===== config.mk =====
export PLATFORM = sky130hd
export DESIGN_NAME = address_window_translator_top
export DESIGN_NICKNAME = d
export VERILOG_FILES = /design/src/awt_pkg.sv /design/src/address_window_translator_top.sv /design/src/awt_ctrl.sv /design/src/awt_dpath.sv
export SDC_FILE = /design/constraint.sdc
export NUM_CORES = 2
export LEC_CHECK = 0
export ABC_AREA = 1
export BUFFER_PORTS_ARGS = -buffer_cell sky130_fd_sc_hd__buf_4
export CORE_MARGIN = 3
export CORE_UTILIZATION = 56
export CTS_BUF_LIST = sky130_fd_sc_hd__clkbuf_8 sky130_fd_sc_hd__clkbuf_16
export CTS_CLUSTER_SIZE = 16
export DETAILED_ROUTE_END_ITERATION = 10
export PLACE_DENSITY_LB_ADDON = 0.3
export SETUP_SLACK_MARGIN = 0.5
export SYNTH_ARGS = -nofsm -noshare
export SYNTH_HDL_FRONTEND = slang
export SYNTH_HIERARCHICAL = 1
export SYNTH_SLANG_ARGS = --single-unit

===== constraint.sdc =====
create_clock -name clk_i -period 17.8 [get_ports clk_i]
set_input_delay 1.78 -clock clk_i [delete_from_list [all_inputs] [get_ports clk_i]]
set_output_delay 1.78 -clock clk_i [all_outputs]
set_load 0.005 [all_outputs]

===== src/awt_pkg.sv =====
// Shared types and constants for the address window translator.
// Holds operation, status and register index codes, the window entry type and
// the command and status bundles between controller and datapath. No dependencies.
`timescale 1ns / 1ps
`default_nettype none

package awt_pkg;

  // Default number of windows in the table.
  localparam int unsigned WindowsDefault = 8;

  // Fixed field widths.
  localparam int unsigned AddrW    = 64;
  localparam int unsigned OpW      = 3;
  localparam int unsigned SlotW    = 3;
  localparam int unsigned CountW   = 4;
  localparam int unsigned StatusW  = 2;
  localparam int unsigned CfgIdxW  = 2;
  localparam int unsigned CfgDataW = 4;

  // Operation codes carried by the input beat.
  typedef enum logic [OpW-1:0] {
    OP_WRITE      = 3'd0,
    OP_DEV2HOST   = 3'd1,
    OP_VIRT2DEV   = 3'd2,
    OP_PHYS2DEV   = 3'd3,
    OP_VALID_TEST = 3'd4
  } op_e;

  // Result status codes.
  typedef enum logic [StatusW-1:0] {
    STATUS_OK    = 2'd0,
    STATUS_LINK  = 2'd1,
    STATUS_TABLE = 2'd2,
    STATUS_MISS  = 2'd3
  } status_e;

  // Configuration register indexes.
  typedef enum logic [CfgIdxW-1:0] {
    CFG_WINDOW_COUNT = 2'd0,
    CFG_TABLE_READY  = 2'd1,
    CFG_LINK_READY   = 2'd2
  } cfg_idx_e;

  // Controller states.
  typedef enum logic [2:0] {
    S_IDLE,
    S_DECIDE,
    S_SCAN,
    S_DRAIN,
    S_DONE
  } ctrl_state_e;

  // One window of the table.
  typedef struct packed {
    logic [AddrW-1:0] dev_start;
    logic [AddrW-1:0] dev_end;
    logic [AddrW-1:0] phys_base;
    logic [AddrW-1:0] virt_base;
    logic [AddrW-1:0] length;
  } entry_t;

  // Commands from the controller to the datapath.
  typedef struct packed {
    logic capture;
    logic init;
    logic wr_en;
    logic rd_en;
    logic out_load;
  } ctrl_cmd_t;

  // Status from the datapath to the controller.
  typedef struct packed {
    logic is_write;
    logic scan_req;
    logic pipe_busy;
  } dp_stat_t;

endpackage

`default_nettype wire


===== src/address_window_translator_top.sv =====
// Top level of the address window translator.
// Joins the controller (awt_ctrl) and the datapath (awt_dpath); uses awt_pkg.
//
//  Channel  Handshake                  Direction  Payload
//  in       in_valid_i / in_stall_o    to block   operation, window slot, entry, query
//  out      out_valid_o / out_stall_i  from block status, out_virt, out_phys, out_dev, valid
//  cfg      cfg_we_i                   to block   cfg_idx_i, cfg_data_i
//
// A query scans N = min(window_count, WINDOWS) windows, one per cycle through the
// table's single read port, then drains the compare pipeline before its result is
// presented and the next beat can be accepted.
// Writes, rejected queries, unknown operations and scans of zero windows skip
// the scan and go from the decision step straight to the result state. One beat is worked
// on at a time; a finished beat waits in the output register while the next input beat
// is accepted, and a stalled result holds the next one in the result state, which keeps
// the input stalled. Reset clears the configuration and marks every window unused at
// once through per-window use bits.
`timescale 1ns / 1ps
`default_nettype none

module address_window_translator_top #(
  parameter int unsigned WINDOWS = awt_pkg::WindowsDefault
) (
  input  wire logic                          clk_i,
  input  wire logic                          rst_ni,
  input  wire logic                          cfg_we_i,
  input  wire logic [awt_pkg::CfgIdxW-1:0]   cfg_idx_i,
  input  wire logic [awt_pkg::CfgDataW-1:0]  cfg_data_i,
  input  wire logic                          in_valid_i,
  output logic                               in_stall_o,
  input  wire logic [awt_pkg::OpW-1:0]       operation_i,
  input  wire logic [awt_pkg::SlotW-1:0]     window_index_i,
  input  wire logic [awt_pkg::AddrW-1:0]     entry_dev_start_i,
  input  wire logic [awt_pkg::AddrW-1:0]     entry_dev_end_i,
  input  wire logic [awt_pkg::AddrW-1:0]     entry_phys_base_i,
  input  wire logic [awt_pkg::AddrW-1:0]     entry_virt_base_i,
  input  wire logic [awt_pkg::AddrW-1:0]     entry_length_i,
  input  wire logic [awt_pkg::AddrW-1:0]     query_addr_i,
  output logic                               out_valid_o,
  input  wire logic                          out_stall_i,
  output logic [awt_pkg::StatusW-1:0]        status_o,
  output logic [awt_pkg::AddrW-1:0]          out_virt_o,
  output logic [awt_pkg::AddrW-1:0]          out_phys_o,
  output logic [awt_pkg::AddrW-1:0]          out_dev_o,
  output logic                               addr_valid_o
);
  import awt_pkg::*;

  localparam int unsigned CW = $clog2(WINDOWS + 1);
  localparam int unsigned AW = (WINDOWS > 1) ? $clog2(WINDOWS) : 1;

  ctrl_cmd_t     cmd;
  dp_stat_t      stat;
  logic [CW-1:0] scan_limit;
  logic [AW-1:0] rd_idx;

  // Controller.
  awt_ctrl #(
    .WINDOWS (WINDOWS)
  ) u_ctrl (
    .clk_i        (clk_i),
    .rst_ni       (rst_ni),
    .in_valid_i   (in_valid_i),
    .in_stall_o   (in_stall_o),
    .out_valid_o  (out_valid_o),
    .out_stall_i  (out_stall_i),
    .stat_i       (stat),
    .scan_limit_i (scan_limit),
    .cmd_o        (cmd),
    .rd_idx_o     (rd_idx)
  );

  // Datapath.
  awt_dpath #(
    .WINDOWS (WINDOWS)
  ) u_dpath (
    .clk_i             (clk_i),
    .rst_ni            (rst_ni),
    .cfg_we_i          (cfg_we_i),
    .cfg_idx_i         (cfg_idx_i),
    .cfg_data_i        (cfg_data_i),
    .operation_i       (operation_i),
    .window_index_i    (window_index_i),
    .entry_dev_start_i (entry_dev_start_i),
    .entry_dev_end_i   (entry_dev_end_i),
    .entry_phys_base_i (entry_phys_base_i),
    .entry_virt_base_i (entry_virt_base_i),
    .entry_length_i    (entry_length_i),
    .query_addr_i      (query_addr_i),
    .cmd_i             (cmd),
    .rd_idx_i          (rd_idx),
    .stat_o            (stat),
    .scan_limit_o      (scan_limit),
    .status_o          (status_o),
    .out_virt_o        (out_virt_o),
    .out_phys_o        (out_phys_o),
    .out_dev_o         (out_dev_o),
    .addr_valid_o      (addr_valid_o)
  );

endmodule

`default_nettype wire


===== src/awt_ctrl.sv =====
// Controller state machine of the address window translator.
// Sequences capture, decision, table scan, drain and result hand-off.
// Depends on awt_pkg.
`timescale 1ns / 1ps
`default_nettype none

module awt_ctrl #(
  parameter int unsigned WINDOWS = awt_pkg::WindowsDefault,
  localparam int unsigned CW = $clog2(WINDOWS + 1),
  localparam int unsigned AW = (WINDOWS > 1) ? $clog2(WINDOWS) : 1
) (
  input  wire logic                 clk_i,
  input  wire logic                 rst_ni,
  input  wire logic                 in_valid_i,
  output logic                      in_stall_o,
  output logic                      out_valid_o,
  input  wire logic                 out_stall_i,
  input  wire awt_pkg::dp_stat_t    stat_i,
  input  wire logic [CW-1:0]        scan_limit_i,
  output awt_pkg::ctrl_cmd_t        cmd_o,
  output logic [AW-1:0]             rd_idx_o
);
  import awt_pkg::*;

  ctrl_state_e   state_q, state_d;
  logic [CW-1:0] cnt_q, cnt_d;
  logic          out_valid_q, out_valid_d;
  logic          out_free;

  // The output register can take a new beat when empty or being drained.
  assign out_free = !out_valid_q || !out_stall_i;

  // Next-state logic.
  always_comb begin
    state_d = state_q;
    case (state_q)
      S_IDLE: begin
        if (in_valid_i) state_d = S_DECIDE;
      end
      S_DECIDE: begin
        if (stat_i.scan_req && (scan_limit_i != '0)) state_d = S_SCAN;
        else state_d = S_DONE;
      end
      S_SCAN: begin
        if (cnt_q == (scan_limit_i - CW'(1))) state_d = S_DRAIN;
      end
      S_DRAIN: begin
        if (!stat_i.pipe_busy) state_d = S_DONE;
      end
      S_DONE: begin
        if (out_free) state_d = S_IDLE;
      end
      default: state_d = S_IDLE;
    endcase
  end

  // Output and command logic.
  always_comb begin
    cmd_o      = '0;
    in_stall_o = 1'b1;
    cnt_d      = cnt_q;
    case (state_q)
      S_IDLE: begin
        in_stall_o    = 1'b0;
        cmd_o.capture = in_valid_i;
      end
      S_DECIDE: begin
        cmd_o.init  = 1'b1;
        cmd_o.wr_en = stat_i.is_write;
        cnt_d       = '0;
      end
      S_SCAN: begin
        cmd_o.rd_en = 1'b1;
        cnt_d       = cnt_q + CW'(1);
      end
      S_DRAIN: begin
        cmd_o = '0;
      end
      S_DONE: begin
        cmd_o.out_load = out_free;
      end
      default: begin
        cmd_o = '0;
      end
    endcase
  end

  assign rd_idx_o = cnt_q[AW-1:0];

  // The output beat is held until the consumer takes it.
  assign out_valid_d = cmd_o.out_load ? 1'b1 : (out_valid_q && out_stall_i);
  assign out_valid_o = out_valid_q;

  // Control registers.
  always_ff @(posedge clk_i or negedge rst_ni) begin
    if (!rst_ni) begin
      state_q     <= S_IDLE;
      cnt_q       <= '0;
      out_valid_q <= 1'b0;
    end else begin
      state_q     <= state_d;
      cnt_q       <= cnt_d;
      out_valid_q <= out_valid_d;
    end
  end

`ifndef SYNTH
  // The scan index never runs past the configured window limit.
  a_scan_bound: assert property (@(posedge clk_i) disable iff (!rst_ni)
    (state_q == S_SCAN) |-> (cnt_q < scan_limit_i))
    else $error("scan index beyond window limit");

  // An accepted beat is always followed by the decision step.
  a_accept_decide: assert property (@(posedge clk_i) disable iff (!rst_ni)
    (in_valid_i && !in_stall_o) |=> (state_q == S_DECIDE))
    else $error("accepted beat not followed by decision");

  // A new result is only presented after the result state.
  a_out_from_done: assert property (@(posedge clk_i) disable iff (!rst_ni)
    $rose(out_valid_o) |-> $past(state_q == S_DONE))
    else $error("result presented outside result state");
`endif

endmodule

`default_nettype wire


===== src/awt_dpath.sv =====
// Datapath of the address window translator: configuration registers,
// window table memory, scan compare pipeline, result and output registers.
// Depends on awt_pkg.
`timescale 1ns / 1ps
`default_nettype none

module awt_dpath #(
  parameter int unsigned WINDOWS = awt_pkg::WindowsDefault,
  localparam int unsigned CW = $clog2(WINDOWS + 1),
  localparam int unsigned AW = (WINDOWS > 1) ? $clog2(WINDOWS) : 1
) (
  input  wire logic                          clk_i,
  input  wire logic                          rst_ni,
  input  wire logic                          cfg_we_i,
  input  wire logic [awt_pkg::CfgIdxW-1:0]   cfg_idx_i,
  input  wire logic [awt_pkg::CfgDataW-1:0]  cfg_data_i,
  input  wire logic [awt_pkg::OpW-1:0]       operation_i,
  input  wire logic [awt_pkg::SlotW-1:0]     window_index_i,
  input  wire logic [awt_pkg::AddrW-1:0]     entry_dev_start_i,
  input  wire logic [awt_pkg::AddrW-1:0]     entry_dev_end_i,
  input  wire logic [awt_pkg::AddrW-1:0]     entry_phys_base_i,
  input  wire logic [awt_pkg::AddrW-1:0]     entry_virt_base_i,
  input  wire logic [awt_pkg::AddrW-1:0]     entry_length_i,
  input  wire logic [awt_pkg::AddrW-1:0]     query_addr_i,
  input  wire awt_pkg::ctrl_cmd_t            cmd_i,
  input  wire logic [AW-1:0]                 rd_idx_i,
  output awt_pkg::dp_stat_t                  stat_o,
  output logic [CW-1:0]                      scan_limit_o,
  output logic [awt_pkg::StatusW-1:0]        status_o,
  output logic [awt_pkg::AddrW-1:0]          out_virt_o,
  output logic [awt_pkg::AddrW-1:0]          out_phys_o,
  output logic [awt_pkg::AddrW-1:0]          out_dev_o,
  output logic                               addr_valid_o
);
  import awt_pkg::*;

  // Configuration registers.
  logic [CountW-1:0] win_count_q;
  logic              table_ready_q;
  logic              link_ready_q;

  always_ff @(posedge clk_i or negedge rst_ni) begin
    if (!rst_ni) begin
      win_count_q   <= '0;
      table_ready_q <= 1'b0;
      link_ready_q  <= 1'b0;
    end else if (cfg_we_i) begin
      case (cfg_idx_e'(cfg_idx_i))
        CFG_WINDOW_COUNT: win_count_q   <= cfg_data_i;
        CFG_TABLE_READY:  table_ready_q <= cfg_data_i[0];
        CFG_LINK_READY:   link_ready_q  <= cfg_data_i[0];
        default: ;
      endcase
    end
  end

  // The scan never covers more windows than the table holds.
  always_comb begin
    if (int'(win_count_q) > int'(WINDOWS)) scan_limit_o = CW'(WINDOWS);
    else scan_limit_o = CW'(win_count_q);
  end

  // Captured input beat.
  op_e              op_q;
  logic [SlotW-1:0] slot_q;
  entry_t           entry_q;
  logic [AddrW-1:0] query_q;

  always_ff @(posedge clk_i) begin
    if (cmd_i.capture) begin
      op_q              <= op_e'(operation_i);
      slot_q            <= window_index_i;
      entry_q.dev_start <= entry_dev_start_i;
      entry_q.dev_end   <= entry_dev_end_i;
      entry_q.phys_base <= entry_phys_base_i;
      entry_q.virt_base <= entry_virt_base_i;
      entry_q.length    <= entry_length_i;
      query_q           <= query_addr_i;
    end
  end

  // Early status: the link and table checks come before any scan.
  status_e pre_status;

  always_comb begin
    case (op_q)
      OP_WRITE: pre_status = STATUS_OK;
      OP_DEV2HOST: begin
        if (!link_ready_q) pre_status = STATUS_LINK;
        else if (!table_ready_q) pre_status = STATUS_TABLE;
        else pre_status = STATUS_MISS;
      end
      OP_VIRT2DEV, OP_PHYS2DEV, OP_VALID_TEST: begin
        if (!table_ready_q) pre_status = STATUS_TABLE;
        else pre_status = STATUS_MISS;
      end
      default: pre_status = STATUS_OK;
    endcase
  end

  // Window table: one write port, one registered read port.
  // A per-window use bit makes unwritten windows read as unused.
  entry_t          mem_q [WINDOWS];
  logic [WINDOWS-1:0] used_q;
  logic            wr_ok;
  logic [AW-1:0]   wr_addr;
  entry_t          rd_q;
  logic            rd_used_q;

  assign wr_ok   = int'(slot_q) < int'(WINDOWS);
  assign wr_addr = AW'(slot_q);

  always_ff @(posedge clk_i) begin
    if (cmd_i.wr_en && wr_ok) mem_q[wr_addr] <= entry_q;
  end

  always_ff @(posedge clk_i or negedge rst_ni) begin
    if (!rst_ni) begin
      used_q <= '0;
    end else if (cmd_i.wr_en && wr_ok) begin
      used_q[wr_addr] <= 1'b1;
    end
  end

  always_ff @(posedge clk_i) begin
    if (cmd_i.rd_en) begin
      rd_q      <= mem_q[rd_idx_i];
      rd_used_q <= used_q[rd_idx_i];
    end
  end

  // Pipeline occupancy flags.
  logic v1_q, v2_q;

  always_ff @(posedge clk_i or negedge rst_ni) begin
    if (!rst_ni) begin
      v1_q <= 1'b0;
      v2_q <= 1'b0;
    end else begin
      v1_q <= cmd_i.rd_en;
      v2_q <= v1_q;
    end
  end

  // First compare stage: offset, lower bound, device-side upper bound and host-side window limit.
  logic [AddrW-1:0] host_base, lo_base;
  logic [AddrW-1:0] s2_off_q, s2_sum_q, s2_virt_q, s2_phys_q, s2_start_q;
  logic             s2_ge_lo_q, s2_le_end_q, s2_use_q;

  assign host_base = (op_q == OP_PHYS2DEV) ? rd_q.phys_base : rd_q.virt_base;
  assign lo_base   = (op_q == OP_DEV2HOST) ? rd_q.dev_start : host_base;

  always_ff @(posedge clk_i) begin
    if (v1_q) begin
      s2_off_q    <= query_q - lo_base;
      s2_sum_q    <= host_base + rd_q.length;
      s2_ge_lo_q  <= query_q >= lo_base;
      s2_le_end_q <= query_q <= rd_q.dev_end;
      s2_use_q    <= rd_used_q && (rd_q.virt_base != '0);
      s2_virt_q   <= rd_q.virt_base;
      s2_phys_q   <= rd_q.phys_base;
      s2_start_q  <= rd_q.dev_start;
    end
  end

  // Second compare stage: upper bound and hit decision. The inclusive
  // host-side range covers everything above base when base plus length wraps
  // to exactly zero; the valid test uses the plain exclusive limit.
  logic lt_sum, hit;

  assign lt_sum = query_q < s2_sum_q;

  always_comb begin
    case (op_q)
      OP_DEV2HOST:              hit = s2_ge_lo_q && s2_le_end_q;
      OP_VIRT2DEV, OP_PHYS2DEV: hit = s2_ge_lo_q && ((s2_sum_q == '0) || lt_sum);
      OP_VALID_TEST:            hit = s2_ge_lo_q && lt_sum;
      default:                  hit = 1'b0;
    endcase
  end

  // Result registers; the first hit in index order wins.
  status_e          res_status_q;
  logic [AddrW-1:0] res_virt_q, res_phys_q, res_dev_q;
  logic             res_valid_q;
  logic             found_q;
  logic             take_hit;

  assign take_hit = v2_q && s2_use_q && hit && !found_q;

  always_ff @(posedge clk_i or negedge rst_ni) begin
    if (!rst_ni) begin
      found_q <= 1'b0;
    end else if (cmd_i.init) begin
      found_q <= 1'b0;
    end else if (take_hit) begin
      found_q <= 1'b1;
    end
  end

  always_ff @(posedge clk_i) begin
    if (cmd_i.init) begin
      res_status_q <= pre_status;
      res_virt_q   <= '0;
      res_phys_q   <= '0;
      res_dev_q    <= '0;
      res_valid_q  <= 1'b0;
    end else if (take_hit) begin
      res_status_q <= STATUS_OK;
      case (op_q)
        OP_DEV2HOST: begin
          res_virt_q <= s2_virt_q + s2_off_q;
          res_phys_q <= s2_phys_q + s2_off_q;
        end
        OP_VIRT2DEV, OP_PHYS2DEV: begin
          res_dev_q <= s2_start_q + s2_off_q;
        end
        OP_VALID_TEST: begin
          res_valid_q <= 1'b1;
        end
        default: ;
      endcase
    end
  end

  // Output beat registers.
  always_ff @(posedge clk_i) begin
    if (cmd_i.out_load) begin
      status_o     <= res_status_q;
      out_virt_o   <= res_virt_q;
      out_phys_o   <= res_phys_q;
      out_dev_o    <= res_dev_q;
      addr_valid_o <= res_valid_q;
    end
  end

  // Status toward the controller.
  assign stat_o.is_write  = (op_q == OP_WRITE);
  assign stat_o.scan_req  = (pre_status == STATUS_MISS);
  assign stat_o.pipe_busy = v1_q || v2_q;

`ifndef SYNTH
  // A recorded hit always carries the success status.
  a_found_ok: assert property (@(posedge clk_i) disable iff (!rst_ni)
    found_q |-> (res_status_q == STATUS_OK))
    else $error("hit recorded without success status");

  // The compare stage only holds data that came out of the table read.
  a_pipe_order: assert property (@(posedge clk_i) disable iff (!rst_ni)
    v2_q |-> $past(v1_q))
    else $error("compare stage valid without read stage");

  // The read stage is only filled by a table read command.
  a_read_order: assert property (@(posedge clk_i) disable iff (!rst_ni)
    v1_q |-> $past(cmd_i.rd_en))
    else $error("read stage valid without read command");
`endif

endmodule

`default_nettype wire

== Word level (Yosys, flattened, before mapping) ==
Memories as Yosys holds them, arrays and structs flattened. A register that Yosys moved wholly into a read port is not among the register bits.
Index checks and enable logic that the tools add are counted.

* Memory bits (writable): 2,560
* Logic and storage cells: 132
* Bits in registers: 1,129
* Memories: 1

* Equal/unequal tests: 16
* Reduce and logical (&&, ||, !) cells: 33
* Bitwise operators: 1
* Multiplexer cells: 30
* Order comparisons: 7
* $add $sub $neg: 7

{| class="wikitable"
|+ Memories
! name !! words !! bits a word !! rd ports !! clocked after memory_dff !! wr ports !! RTL line !! RTL
|-
| u_dpath.mem_q || 8 || 320 || 1 || 1 || 1 || awt_dpath.sv:103 || <nowiki>entry_t mem_q [WINDOWS];</nowiki>
|}

{| class="wikitable"
|+ Operator list
! cell !! count
|-
| 64-bit adder || 4
|-
| 64-bit two-way mux || 2
|-
| 64-bit greater-or-equal comparator || 1
|-
| 64-bit less-or-equal comparator || 1
|-
| 64-bit zero test || 1
|-
| 64-bit less-than comparator || 1
|-
| 64-bit nonzero test || 1
|-
| 64-bit subtractor || 1
|-
| 3-bit two-way mux || 5
|-
| 3-bit one-hot mux with 5 select lines || 1
|-
| 3-bit by 2-bit == test with 1-bit output, second input constant || 4
|-
| 1-bit two-way mux || 12
|-
| 2-bit AND reduction || 6
|-
| 1-bit logical AND || 10
|-
| 3-bit by 4-bit less-than comparator with 1-bit output, second input constant || 2
|-
| 2-bit two-way mux || 4
|-
| 8-bit OR || 1
|-
| 4-bit one-hot mux with 2 select lines || 1
|-
| 3-bit by 1-bit == test with 1-bit output, second input constant || 2
|-
| 3-bit == test, second input constant || 2
|-
| 3-bit zero test || 2
|-
| 4-bit by 1-bit adder with 4-bit output, second input constant || 1
|-
| 2-bit == test, second input constant || 2
|-
| 4-bit == test || 1
|-
| 19 further kinds || 26
|}

== Depth between registers and ports, before layout ==
* Word-level depth: 8
* Mapped depth: 24
* Gate-level depth less buffers: 21

== Cells and area by module ==
The synthesis kept the hierarchy.

{| class="wikitable"
|+ Modules (own cells, without submodules)
! module !! seq. area each (um2) !! area an instance (um2) !! cells each !! times used
|-
| awt_dpath || 118,128.3 || 169,789.1 || 14,556 || 1
|-
| awt_ctrl || 200.2 || 648.1 || 100 || 1
|}

== Worst setup path before layout ==
OpenSTA, ideal clock, no wires.

* Path kind: input port to flip-flop
* Start: input port in_valid_i
* End: register u_dpath/entry_q[0] (netlist name) (enable)
* Library setup time: 1.150 ns
* Stages on the path: 2
* Slack: -1.180 ns
* Required time: 16.650 ns
* Path buffers: 0
* Data arrival time: 17.830 ns
* Cell sequence: inv_1 -> nor2_1

{| class="wikitable"
|+ RTL lines
! element !! RTL line !! RTL
|-
| from (decl) || address_window_translator_top.sv:29 || <nowiki>input wire logic in_valid_i,</nowiki>
|-
| to (decl) || awt_dpath.sv:66 || <nowiki>entry_t entry_q;</nowiki>
|}

==> insert_results.sql <==
INSERT INTO impl_metrics (metric_group, metric, value, unit) VALUES
('critical_path', 'worstSetupStartpoint', 'u_dpath/op_q[0]', ''),
('global_routing', 'grt_use_total', '0.337', ''),
('floorplan', 'die_width', '558', 'um'),
('clock_network', 'cts-root-buf', 'clkbuf_16', ''),
('sta', 'maxSlewHeadroom', '0.0833', ''),
('clock_network', 'cts.hold.buffers_added', '0', ''),
('clock_network', 'clk_pin_slew_worst_paths', '60', 'ps'),
('job', 'timing.max_cap.violations', '0', ''),
('route', 'wirelength', '536000', 'um'),
('placed_design', 'dpl_worst_slack', '12030', 'ps'),
('clock_network', 'clock_sinks', '4009', ''),
('yosys', 'synth_edf_count', '3791', ''),
('critical_path', 'start_kind', 'flop', ''),
('cells_and_area', 'design.final.nets', '16100', ''),
('clock_network', 'cts_max_level', '5', ''),
('cells_and_area', 'layoutNonFillerInstCount', '19500', ''),
('status', 'outcome', 'completed', ''),
('critical_path', 'critical-path-top-delay-family', 'buffers and inverters', ''),
('critical_path', 'highest_net_fanout_along_the_worst_path', '47', ''),
('critical_path', 'critPathCaptureType', 'flop', ''),
('route', 'via_count', '117000', ''),
('critical_path', 'worst_r2r_startpoint', 'u_dpath/op_q[0]', ''),
('floorplan', 'floorplan.die_area', '311000', 'um^2'),
('hold_path', 'path_type_of_the_worst_min_delay_path', 'reg -> reg', ''),
('critical_path', 'endpoint', 'u_dpath/mem_q[5][134]', ''),
('power_and_ir_drop', 'report.power.total', '23.7', 'mW'),
('yosys', 'synth_area_per_cell', '11.6', 'um^2'),
('route', 'routedWlPerCell', '27.4', 'um'),
('critical_path', 'critical_path_depth', '9', ''),
('sta', 'max_slew.worst_pin.slew', '1380', 'ps'),
('yosys', 'yosys_warnings', '6', ''),
('route', 'post_route_antenna_net_violation_count', '0', ''),
('critical_path', 'cp_data_required_time', '18350', 'ps'),
('floorplan', 'floorplan.initialDensity', '0.566', ''),
('floorplan', 'placement_rows', '201', ''),
('clock_network', 'cts_buffers', '389', ''),
('floorplan', 'floorplan.io_pins', '598', ''),
('clock_network', 'cts_setup_buffers', '0', ''),
('cells_and_area', 'layout_common_cells', '3791 x edfxtp_1, 3251 x nor2_1, 1581 x o21ai_0', ''),
('hold_path', 'holdCritStartpoint', 'u_dpath/res_dev_q[37]', ''),
('hold_path', 'cell_depth_of_the_worst_hold_path', '0', ''),
('route', 'drt_iter0_markers', '15500', ''),
('yosys', 'synth-main-ff-cell', 'edfxtp_1', ''),
('route', 'drtPass1Iterations', '6', ''),
('global_routing', 'grt_first_pass_wirelength', '756000', 'um'),
('sta', 'drv_slew', '0', ''),
('placed_design', 'gp_congestion', '1.01', ''),
('floorplan', 'floorplan_core_area', '301000', 'um^2'),
('critical_path', 'crit_chain', 'nor3_1, inv_1, nor2_1, nand2_1, nor2_4, buf_4, buf_4, buf_4, buf_4', ''),
('critical_path', 'crit_type', 'reg -> reg', ''),
('yosys', 'synth_area', '170000', 'um^2'),
('global_routing', 'grt_antenna_before_repair', '77', ''),
('placed_design', 'numPlacedInstances', '18800', ''),
('yosys', 'synth_fp_nets', '15500', ''),
('route', 'routed_via_density', '5.99', ''),
('critical_path', 'ff2ff_path_depth', '9', ''),
('sta', 'timing.final.ws_setup', '12020', 'ps'),
('power_and_ir_drop', 'power_per_cell_area', '124', 'nW/um^2'),
('clock_network', 'cts-resized-gates', '0', ''),
('clock_network', 'clk-insertion-delay-late', '970', 'ps'),
('cells_and_area', 'synthToLayoutAreaGrowth', '12.5', '%'),
('clock_network', 'clock_tree_from_tritoncts', 'yes', ''),
('yosys', 'ys_ff_latch', '4009', ''),
('sta', 'clock.fmax', '173', 'MHz'),
('sta', 'finalHoldWorstSlack', '394', 'ps'),
('cells_and_area', 'drive_gt1_frac', '0.0894', ''),
('yosys', 'yosys.cell_types.count', '51', ''),
('critical_path', 'crit_buf_inv', '5', ''),
('yosys', 'ys_seq_area_frac', '0.694', ''),
('sta', 'setup_tns', '0', 'ps'),
('sta', 'report.final.setup_viol', '0', '');
==> cell type report <==
cell class	instances	area, um^2
multi-input cells	9037	46100
inverters	1029	3890
well taps	3958	4950
flip-flops and latches	4009	118000
diodes	44	110
clock inverters	319	2810
fillers	22600	109000
clock buffers	398	9870
repair buffers	732	5760
==> metal layers <==
metal,global-route usage,up-vias,share of wire
met3,0.0591,794,0.10
met4,0.124,26,0.040
met5,0,-,0.00033
li1,-,53000,-
met2,0.501,6313,0.44
met1,0.502,56900,0.42
==> worst min path at each step <==
stage | end | slack (ps)
after global placement | u_dpath/out_dev_o[48] | 410
final | u_dpath/out_dev_o[37] | 390
after floorplan | u_dpath/status_o[0] | 400
after global routing | u_dpath/out_dev_o[33] | 410
after detailed placement | u_dpath/out_dev_o[8] | 410
after CTS | u_dpath/out_dev_o[37] | 380
==> stage by stage <==
step           utilization  instance area, um^2
4_1_cts              0.636               192000
2_1_floorplan            -               170000
3_3_place_gp         0.594               179000
3_5_place_dp         0.594               179000
6_report             0.637               192000
5_1_grt              0.636               192000
==> flip-flops by register name (all words and copies together) (netlist names), 2 cells and up <==
name                  cells
u_dpath/s2_off_q         64
u_dpath/query_q          64
u_dpath/slot_q            3
u_dpath/entry_q         320
u_dpath/res_dev_q        64
u_dpath/res_virt_q       64
u_dpath/s2_phys_q        64
u_dpath/mem_q          2560
u_dpath/res_status_q      2
u_dpath/op_q              3
u_dpath/win_count_q       4
u_dpath/s2_start_q       64
u_dpath/status_o          2
u_dpath/s2_virt_q        64
u_dpath/rd_q            320
u_ctrl/state_q            3
u_dpath/out_dev_o        64
u_dpath/res_phys_q       64
u_dpath/s2_sum_q         64
u_dpath/out_phys_o       64
u_ctrl/cnt_q              4
u_dpath/out_virt_o       64
u_dpath/used_q            8
==> logic make-up (layout without fill, tap and decap cells) <==
group,after synthesis,after routing,synth area share
mux,98,98,0.00606
other cells,0,44,0
flops,4009,4009,0.694
buf+inv,1610,2478,0.0359
compound gates,3078,3078,0.0989
simple gates,5152,5152,0.118
fa+ha+maj,451,451,0.0333
xor+xnor,258,258,0.0133
==> Yosys cell counts, types with 49 or more instances <==
library cell / number / area share
a21oi_1: 563 / 0.017
a31oi_1: 401 / 0.015
buf_2: 49 / 0.0014
clkbuf_1: 486 / 0.011
dfxtp_1: 193 / 0.023
edfxtp_1: 3791 / 0.67
ha_1: 446 / 0.033
inv_1: 1018 / 0.022
mux2i_1: 56 / 0.0033
nand2_1: 1437 / 0.032
nand3_1: 233 / 0.0068
nand4_1: 77 / 0.0028
nor2_1: 3261 / 0.072
nor3_1: 58 / 0.0017
o21ai_0: 1581 / 0.046
o21bai_1: 67 / 0.0030
o22ai_1: 321 / 0.012
xnor2_1: 70 / 0.0036
xor2_1: 188 / 0.0097
==> report_power, final <==
group | leakage (nW) | internal, mW | total (mW) | switching, mW
logic | 27.0 | 1.08 | 3.79 | 2.70
registers | 36.2 | 11.2 | 11.8 | 0.586
clock network | 6.50 | 4.51 | 8.10 | 3.59
total | 69.7 | 16.8 | 23.7 | 6.88
Power figures use the tool's default switching activity.
